==> src/rtl/core/blid_pkg.sv <==
package blid_pkg;

    localparam int CAPACITY   = 32;
    localparam int VALUE_BITS = 32;
    localparam int CNT_W      = $clog2(CAPACITY + 1);
    localparam int IDX_W      = $clog2(CAPACITY);
    localparam int POS_W      = 8;
    localparam int ELEM_W     = 32;

    typedef logic signed [VALUE_BITS-1:0] value_t;
    typedef logic [CNT_W-1:0]             count_t;
    typedef logic [IDX_W-1:0]             idx_t;

    typedef enum logic [1:0] {
        ACT_FRONT  = 2'd0,
        ACT_BACK   = 2'd1,
        ACT_DELETE = 2'd2
    } action_t;

    typedef enum logic [1:0] {
        STATUS_DONE  = 2'd0,
        STATUS_FULL  = 2'd1,
        STATUS_RANGE = 2'd2
    } status_t;

    typedef enum logic [2:0] {
        CELL_HOLD,
        CELL_SHIFT_UP,
        CELL_LOAD_TAIL,
        CELL_SHIFT_DOWN,
        CELL_ROTATE
    } cell_op_t;

    typedef enum logic [0:0] {
        ST_IDLE,
        ST_LIST
    } state_t;

    typedef struct packed {
        cell_op_t          op;
        count_t            count;
        logic [POS_W-1:0]  pos;
        value_t            value;
    } cell_ctrl_t;

endpackage

==> src/rtl/core/bounded_list_insert_delete.sv <==
// Channel   Handshake            Word
// -------   ------------------   ---------------------------------------
// input     in_valid / in_ready  action, item_value, position
// output    out_valid/out_ready  element, is_last, list_empty, status
//
// Each item is handled as an update followed by a listing of every live word;
// an empty list yields a single word flagged list_empty.
// The listing rotates live cells through cell 0, one word per unstalled cycle.
// Reset empties the list at once; slot contents are not cleared.
// A stalled output holds the rotation; a new item is taken once the last word
// of the listing sits in the output register.
module bounded_list_insert_delete (
    input  logic                         clk,
    input  logic                         rst_n,
    input  logic                         in_valid,
    output logic                         in_ready,
    input  logic [1:0]                   action,
    input  logic signed [31:0]           item_value,
    input  logic [7:0]                   position,
    output logic                         out_valid,
    input  logic                         out_ready,
    output logic signed [31:0]           element,
    output logic                         is_last,
    output logic                         list_empty,
    output logic [1:0]                   status
);
    import blid_pkg::*;

    state_t     state_reg, state_next;
    count_t     count_reg, count_next;
    count_t     idx_reg, idx_next;
    status_t    status_reg, status_next;
    logic       out_valid_reg, out_valid_next;
    logic signed [ELEM_W-1:0] element_reg, element_next;
    logic       is_last_reg, is_last_next;
    logic       empty_reg, empty_next;
    status_t    out_status_reg, out_status_next;
    cell_ctrl_t ctrl;
    value_t     cell_data [CAPACITY];
    logic       accept;
    logic       out_free;
    logic       last_word;

    genvar g;
    generate
        for (g = 0; g < CAPACITY; g++)
        begin : g_cell
            blid_cell u_cell (
                .clk       (clk),
                .ctrl      (ctrl),
                .idx       (idx_t'(g)),
                .prev_data (cell_data[(g == 0) ? 0 : g - 1]),
                .next_data (cell_data[(g == CAPACITY - 1) ? g : g + 1]),
                .wrap_data (cell_data[0]),
                .data      (cell_data[g])
            );
        end
    endgenerate

    assign in_ready  = (state_reg == ST_IDLE);
    assign accept    = in_valid && in_ready;
    assign out_free  = !out_valid_reg || out_ready;
    assign last_word = (idx_reg == count_reg - count_t'(1));

    always_comb
    begin
        state_next      = state_reg;
        count_next      = count_reg;
        idx_next        = idx_reg;
        status_next     = status_reg;
        out_valid_next  = out_valid_reg && !out_ready;
        element_next    = element_reg;
        is_last_next    = is_last_reg;
        empty_next      = empty_reg;
        out_status_next = out_status_reg;
        ctrl.op         = CELL_HOLD;
        ctrl.count      = count_reg;
        ctrl.pos        = position;
        ctrl.value      = VALUE_BITS'(item_value);

        case (state_reg)
            ST_IDLE:
            begin
                if (accept)
                begin
                    status_next = STATUS_DONE;
                    idx_next    = '0;
                    state_next  = ST_LIST;
                    case (action)
                        ACT_FRONT, ACT_BACK:
                        begin
                            if (count_reg == count_t'(CAPACITY))
                            begin
                                status_next = STATUS_FULL;
                            end
                            else
                            begin
                                ctrl.op    = (action == ACT_FRONT) ? CELL_SHIFT_UP
                                                                   : CELL_LOAD_TAIL;
                                count_next = count_reg + count_t'(1);
                            end
                        end
                        ACT_DELETE:
                        begin
                            if (position >= POS_W'(count_reg))
                            begin
                                status_next = STATUS_RANGE;
                            end
                            else
                            begin
                                ctrl.op    = CELL_SHIFT_DOWN;
                                count_next = count_reg - count_t'(1);
                            end
                        end
                        default:
                        begin
                            status_next = STATUS_DONE;
                        end
                    endcase
                end
            end
            ST_LIST:
            begin
                if (out_free)
                begin
                    out_valid_next  = 1'b1;
                    out_status_next = status_reg;
                    if (count_reg == '0)
                    begin
                        element_next = '0;
                        is_last_next = 1'b1;
                        empty_next   = 1'b1;
                        state_next   = ST_IDLE;
                    end
                    else
                    begin
                        element_next = ELEM_W'(cell_data[0]);
                        is_last_next = last_word;
                        empty_next   = 1'b0;
                        ctrl.op      = CELL_ROTATE;
                        idx_next     = idx_reg + count_t'(1);
                        if (last_word)
                        begin
                            state_next = ST_IDLE;
                        end
                    end
                end
            end
            default:
            begin
                state_next = ST_IDLE;
            end
        endcase
    end

    always_ff @(posedge clk or negedge rst_n)
    begin
        if (!rst_n)
        begin
            state_reg     <= ST_IDLE;
            count_reg     <= '0;
            idx_reg       <= '0;
            out_valid_reg <= 1'b0;
        end
        else
        begin
            state_reg     <= state_next;
            count_reg     <= count_next;
            idx_reg       <= idx_next;
            out_valid_reg <= out_valid_next;
        end
    end

    always_ff @(posedge clk)
    begin
        status_reg     <= status_next;
        element_reg    <= element_next;
        is_last_reg    <= is_last_next;
        empty_reg      <= empty_next;
        out_status_reg <= out_status_next;
    end

    assign out_valid  = out_valid_reg;
    assign element    = element_reg;
    assign is_last    = is_last_reg;
    assign list_empty = empty_reg;
    assign status     = out_status_reg;

endmodule

==> src/rtl/core/blid_cell.sv <==
module blid_cell (
    input  logic                clk,
    input  blid_pkg::cell_ctrl_t ctrl,
    input  blid_pkg::idx_t      idx,
    input  blid_pkg::value_t    prev_data,
    input  blid_pkg::value_t    next_data,
    input  blid_pkg::value_t    wrap_data,
    output blid_pkg::value_t    data
);
    import blid_pkg::*;

    value_t data_reg;
    value_t data_next;
    count_t my_count;

    assign my_count = CNT_W'(idx);

    always_comb
    begin
        data_next = data_reg;
        case (ctrl.op)
            CELL_SHIFT_UP:
            begin
                data_next = (idx == '0) ? ctrl.value : prev_data;
            end
            CELL_LOAD_TAIL:
            begin
                if (my_count == ctrl.count)
                begin
                    data_next = ctrl.value;
                end
            end
            CELL_SHIFT_DOWN:
            begin
                // close the gap: everything at or above the deleted slot moves down
                if (POS_W'(idx) >= ctrl.pos)
                begin
                    data_next = next_data;
                end
            end
            CELL_ROTATE:
            begin
                // the last live cell takes the front word so the list comes back intact
                data_next = (my_count == ctrl.count - count_t'(1)) ? wrap_data : next_data;
            end
            default:
            begin
                data_next = data_reg;
            end
        endcase
    end

    always_ff @(posedge clk)
    begin
        data_reg <= data_next;
    end

    assign data = data_reg;

endmodule
==> config.mk <==
export PLATFORM = sky130hd
export DESIGN_NAME = bounded_list_insert_delete
export DESIGN_NICKNAME = d
export VERILOG_FILES = /design/src/rtl/core/blid_pkg.sv /design/src/rtl/core/bounded_list_insert_delete.sv /design/src/rtl/core/blid_cell.sv
export SDC_FILE = /design/constraint.sdc
export NUM_CORES = 2
export LEC_CHECK = 0
export ABC_AREA = 0
export CAP_MARGIN = 20
export CELL_PAD_IN_SITES_DETAIL_PLACEMENT = 1
export CELL_PAD_IN_SITES_GLOBAL_PLACEMENT = 1
export CORE_ASPECT_RATIO = 2
export CORE_MARGIN = 2
export CORE_UTILIZATION = 47
export CTS_BUF_LIST = sky130_fd_sc_hd__clkbuf_4 sky130_fd_sc_hd__clkbuf_8
export DETAILED_ROUTE_END_ITERATION = 7
export DONT_BUFFER_PORTS = 1
export PLACE_DENSITY_LB_ADDON = 0.1
export SLEW_MARGIN = 20
export SYNTH_ARGS = -nofsm -noshare
export SYNTH_HDL_FRONTEND = slang
export SYNTH_SLANG_ARGS = --single-unit
==> constraint.sdc <==
create_clock -name clk -period 11.41 [get_ports clk]
set_input_delay 0.5705 -clock clk [delete_from_list [all_inputs] [get_ports clk]]
set_output_delay 0.5705 -clock clk [all_outputs]
set_load 0.02 [all_outputs]
# Word level (Yosys, flattened, before mapping)
# Cells that the tools add are included.
# Widths: inputs -> output; s select.
# op_classes
n_addsub	3
magnitude_cmp	32
eq_ne	140
muxes	153
bitwise_logic	1
n_reduce_logical	48
# ops
operator	n
$pmux 32 s4	31
$mux 32	95
$eq 5x6->1 const A	32
$ne 2x1->1 const B	65
$ge 5x8->1 const A	15
$eq 4x6->1 const A	16
$pmux 32 s3	1
$reduce_and 3->1	32
$ge 4x8->1 const A	8
$eq 3x6->1 const A	8
$ge 3x8->1 const A	4
$mux 6	5
$eq 2x6->1 const A	4
$pmux 6 s2	2
$ge 1x8->1 const A	2
$ge 2x8->1 const A	2
$add 6x1->6 const B	2
$eq 1x6->1 const A	2
$logic_not 6->1	2
$mux 2	5
$ne 2x2->1 const B	5
$ge 8x6->1	1
$mux 1	8
$pmux 2 s2	2
23 further kinds	28
# totals
reg_bits	1076
in_bits	46
output_inout_bits	38
word_cells	418

# Logic depth before layout (Yosys ltp)
# logic_depth
ltp_word	9
ltp_mapped	13
ltp_nobuf	8

# Cells and area by module
# A second synthesis with hierarchy kept.
# hier_totals
cells_unflattened	11049
hier_area_um2	101521.1
# by_module_without_submodules
module	n_inst	cells_each	area_each_um2	seq_area_each_um2
blid_cell	32	339	3094.2	960.9
bounded_list_insert_delete	1	201	2506.2	1491.4

# Worst setup path after synthesis
# No wires, ideal clock.
# synth_path
kind	input to register
startpoint	input position[5]
endpoint	register g_cell[31].u_cell.data_reg[0] (enable)
setup_time_ps	501
t_arrival_ps	5408
required_time_ps	10909
slack_ps	5501
stages	8
n_path_buf	1
cell_sequence	ha_1 a2111oi_0 or3b_1 a21o_1 buf_2 nand2b_1 nor2_1 nor4_1
# synth_between
elab_chain_cells	8
word_cells_on_any_way	12
cone_classes	1 x order compare; 5 x eq/ne; 4 x mux; 2 x reduce/logical
# synth_lines
item	line_no	source
start, declared	bounded_list_insert_delete.sv:19	input logic [7:0] position,
$ge 8x6->1 *	bounded_list_insert_delete.sv:105	if (position >= POS_W'(count_reg))
$mux 2 *	bounded_list_insert_delete.sv:105	
$pmux 2 s2 *	bounded_list_insert_delete.sv:89	case (action)
$mux 2 *	bounded_list_insert_delete.sv:84	if (accept)
$pmux 3 s2 *	bounded_list_insert_delete.sv:81	case (state_reg)
$eq 3x2->1, or another cell as far along	blid_cell.sv:21	case (ctrl.op)
$ne 2x1->1 (no source line) or $reduce_bool 3->1 (tied branches)	-	
$reduce_and 3->1 (no source line) *	-	
end signal, assigned	blid_cell.sv:55	data_reg <= data_next;
end, declared	blid_cell.sv:12	value_t data_reg;
# Mark *: on every way between the ends. The rest lies on a longest branch, timed or not.
# A chain may end at the register's enable or synchronous reset.

# Worst setup path in the final report
# layout_path
startpoint	register count_reg[5]
endpoint	register g_cell[21].u_cell.data_reg[10] (data pin)
# layout_between
elab_chain_cells	7
word_cells_on_any_way	18
cone_classes	1 x add/sub; 1 x order compare; 6 x eq/ne; 9 x mux; 1 x reduce/logical
# layout_lines
item	line_no	source
start, declared	bounded_list_insert_delete.sv:30	count_t count_reg, count_next;
start signal, assigned	bounded_list_insert_delete.sv:168	count_reg <= count_next;
$ge 8x6->1 or $eq 6x6->1 (tied branches)	bounded_list_insert_delete.sv:105, bounded_list_insert_delete.sv:92	
$mux 2, on equally long branches	bounded_list_insert_delete.sv:105, bounded_list_insert_delete.sv:92	
$pmux 2 s2	bounded_list_insert_delete.sv:89	
$mux 2	bounded_list_insert_delete.sv:84	
$pmux 3 s2	bounded_list_insert_delete.sv:81	
$eq 3x3->1, or another cell as far along	blid_cell.sv:21	
$pmux 32 s4 *	blid_cell.sv:21	
via g_cell[21].u_cell.data_next[10]	blid_cell.sv:13	value_t data_next;
end signal, assigned	blid_cell.sv:55	
end, declared	blid_cell.sv:12	
# Mark *: on every way through the listed nets, which the timed path passes. The rest lies on a longest branch.

==> results.toml <==
[logic_synthesis]
yosysUniqueCellTypes = 66
yosys_warnings = 0
synth_fa_ha_area_frac = 0.002935
synth_edf_count = 1062
netlist_instances = 5282
synth.mux.area_fraction = 0.006885
synthXorXnorAreaFrac = 0.003003
yosysTopAreaCell = "edfxtp_1"
synth_top_family_by_area = "compound AO/OA/AOI/OAI gates"
synthSimpleGateAreaFrac = 0.1415
avgSynthCellArea_um2 = 10.49
synth_compound_area_frac = 0.2173
synth_fp_nets = 5341
yosysSeqAreaShare = 0.5817
ys_seq_elements = 1076
ys_top_cells_by_count = "nor2_1 (1435), edfxtp_1 (1062), a221oi_1 (543)"
synthMostInstantiatedCell = "nor2_1"
syn_area_um2 = 55420
synth_top_area_frac = 0.5754
synthTopCellsByArea = "edfxtp_1 (58%), nor2_1 (9.7%), a221oi_1 (8.6%)"
synth_flop_cell = "edfxtp_1"
synthArstFlopShare = 0.01301

[finish]
drive_above_1_share = 0.1108
area_growth_pct = 8.827
multi_input_area_um2 = 21380
nFillCells = 12530
layout.nets = 5129
largest_reg_flops = 1024
regArea_um2 = 32240

[critical_path]
r2r_start = "count_reg[5]"
cp_slowest_cell = "dfrtp_1"
reg2reg_depth = 11
r2r_slack_ns = 5.63
startpoint_type = "flop"
max_stage_delay_ns = 0.85
setup.worst_path.end_class = "flop"
cp_max_fo = 116
path_class = "flop to flop"
crit_chain = "inv_1, ha_1, a2111oi_0, or3b_1, a21o_4, nand2_8, buf_16, buf_4, buf_4, nor2_1, nor2_1"
crit_required_ns = 12.16
worstPathArrival_ns = 6.53
r2r-end = "g_cell[21].u_cell.data[10]"

[floorplanning]
core-area_um2 = 117400
initial_utilization = 0.4722
die_area_um2 = 120900
die_y_um = 489.6
placementRows = 178
fp.dieW_um = 246.8
pin_count = 84

[clock_tree]
cts_made_buffers = 163
postCtsSetupBuffers = 0
cts_tree = "built"
htreeDepth = 4
clk_path_buf_depth = 3
cts_sinks = 1076
cts-root-buf = "clkbuf_8"
hold_buffers = 36
cts_resized = 0
clk_pin_slew_ns = 0.06
worstSkewPairLatency_ns = 0.92

[detailed_routing]
post_drt_via_cell_ratio = 7.033
drtAntennaViolNets = 0
wirelength_um = 222200
drt_pre_antenna_iters = 6
drt_iter0_markers = 5518
wl_per_cell_um = 33.04
num_vias = 47290
drc = 0

[global_routing]
grt_antenna_before_repair = 8
grt_pass1_vias = 47940
grt.overflow.total = 0
grtUsageTotal = 0.3648
grt_max_degree = 188
grt_pass1_wl_um = 326500

[timing]
tightest_slew_ns = 1.135
fin_skew_ns = 0.04472
min_period_ns = 5.780
setup-tns-final_ns = 0
slew_headroom = 0.2405
rsz0062_at_grt = "false"
fin_crit_sh = 0.5066
setup_violations = 0
hold_violations = 0
max_freq_mhz = 173.0
worst_slack_ns = 5.630
maxSlewViolCount = 0

[power]
power_density_nw_per_um2 = 322.6
vdd_drop_max_mv = 0.1460
p_leak_nw = 20.17
finalPower_mw = 19.46

[hold_path]
worstHoldEndpoint = "status_reg[1]"
min_from = "position[6]"
hold_path.class = "primary input to flop"
worstHoldPathCells = 2

[placed_design]
gp_congestion = 0.8712
dp_slack_ns = 5.663
numPortBuffers = 0
place_hpwl_um = 130400

[run]
maxCapViolations = 0

[outcome]
outcome = "complete, no violations"
[area by class of cell]
| class | instances | share of cell area |
|---|---|---|
| antenna | 6 | 0.0002489 |
| clock inverter | 56 | 0.004502 |
| timing repair buffer | 196 | 0.02771 |
| multi-input combinational | 3616 | 0.3545 |
| clock buffer | 227 | 0.04568 |
| sequential | 1076 | 0.5345 |
| inverter | 17 | 0.001058 |
| tap | 1530 | 0.03174 |
[cells by family (layout without fill, tap and decap cells)]
family,count (synthesis),count (layout)
simple gates,1963,1963
compound gates,1587,1587
flops,1076,1076
buf+inv,590,496
mux,34,34
xor+xnor,19,19
fa+ha+maj,13,13
other cells,0,6
[cell usage in the layout (no fill, tap or decap), drive strengths merged, types with 7 or more instances in the layout]
cell,Yosys,routed
dfrtp,14,14
a21o,8,8
a21oi,101,101
a31oi,372,372
dlygate4sd3,0,36
nor3,73,73
xor2,8,8
a221o,36,36
inv,16,20
nand3,41,41
a221oi,543,543
nand2,305,305
mux2,33,33
ha,13,13
xnor2,11,11
edfxtp,1062,1062
nor2b,38,38
o21ai,225,225
nand2b,7,7
clkbuf,315,227
clkinv,1,47
o2bb2ai,224,224
a211oi,40,40
buf,258,160
a311oi,10,10
nor2,1437,1437
and2,35,35
[power breakdown]
group	switching, mW	total [mW]	internal [mW]
Clock	1.65	3.20	1.55
Sequential	1.42	8.80	7.38
Combinational	5.28	7.45	2.17
Total	8.35	19.5	11.1
[worst max path at each step]
stage | depth (start not counted) | start | end
2_1_floorplan | 8 | position[5] | g_cell[31].u_cell.data[0]
3_3_place_gp | 10 | count_reg[5] | g_cell[23].u_cell.data[8]
3_5_place_dp | 10 | count_reg[5] | g_cell[21].u_cell.data[10]
4_1_cts | 10 | count_reg[5] | g_cell[18].u_cell.data[5]
5_1_grt | 11 | count_reg[5] | g_cell[21].u_cell.data[10]
6_report | 11 | count_reg[5] | g_cell[21].u_cell.data[10]
[worst max-delay path: cells and delay by family (launching register included)]
kind | cells | cell delay (ns)
buf+inv | 4 | 2.41
simple gates | 4 | 1.00
fa+ha+maj | 1 | 0.38
compound gates | 2 | 0.76
flops | 1 | 0.85
[per-stage QoR]
step	hold slack [ns]	area, µm²	std cells	util
finish	0.07144	60320	6724	0.5139
global placement	0.2752	56750	6390	0.4835
global route	0.05540	60310	6720	0.5138
detailed placement	0.2751	56770	6391	0.4837
floorplan	0.2749	55420	5282	-
CTS	0.0004574	60160	6710	0.5126
[per-layer routing]
metal	up-vias	global-route usage	routed length (µm)
met2	2857	0.5945	105900
met1	23950	0.4648	83550
li1	19750	-	-
met4	10	0.2002	13680
met3	720	0.05680	18990
met5	-	0	68
Power figures use the tool's default switching activity.
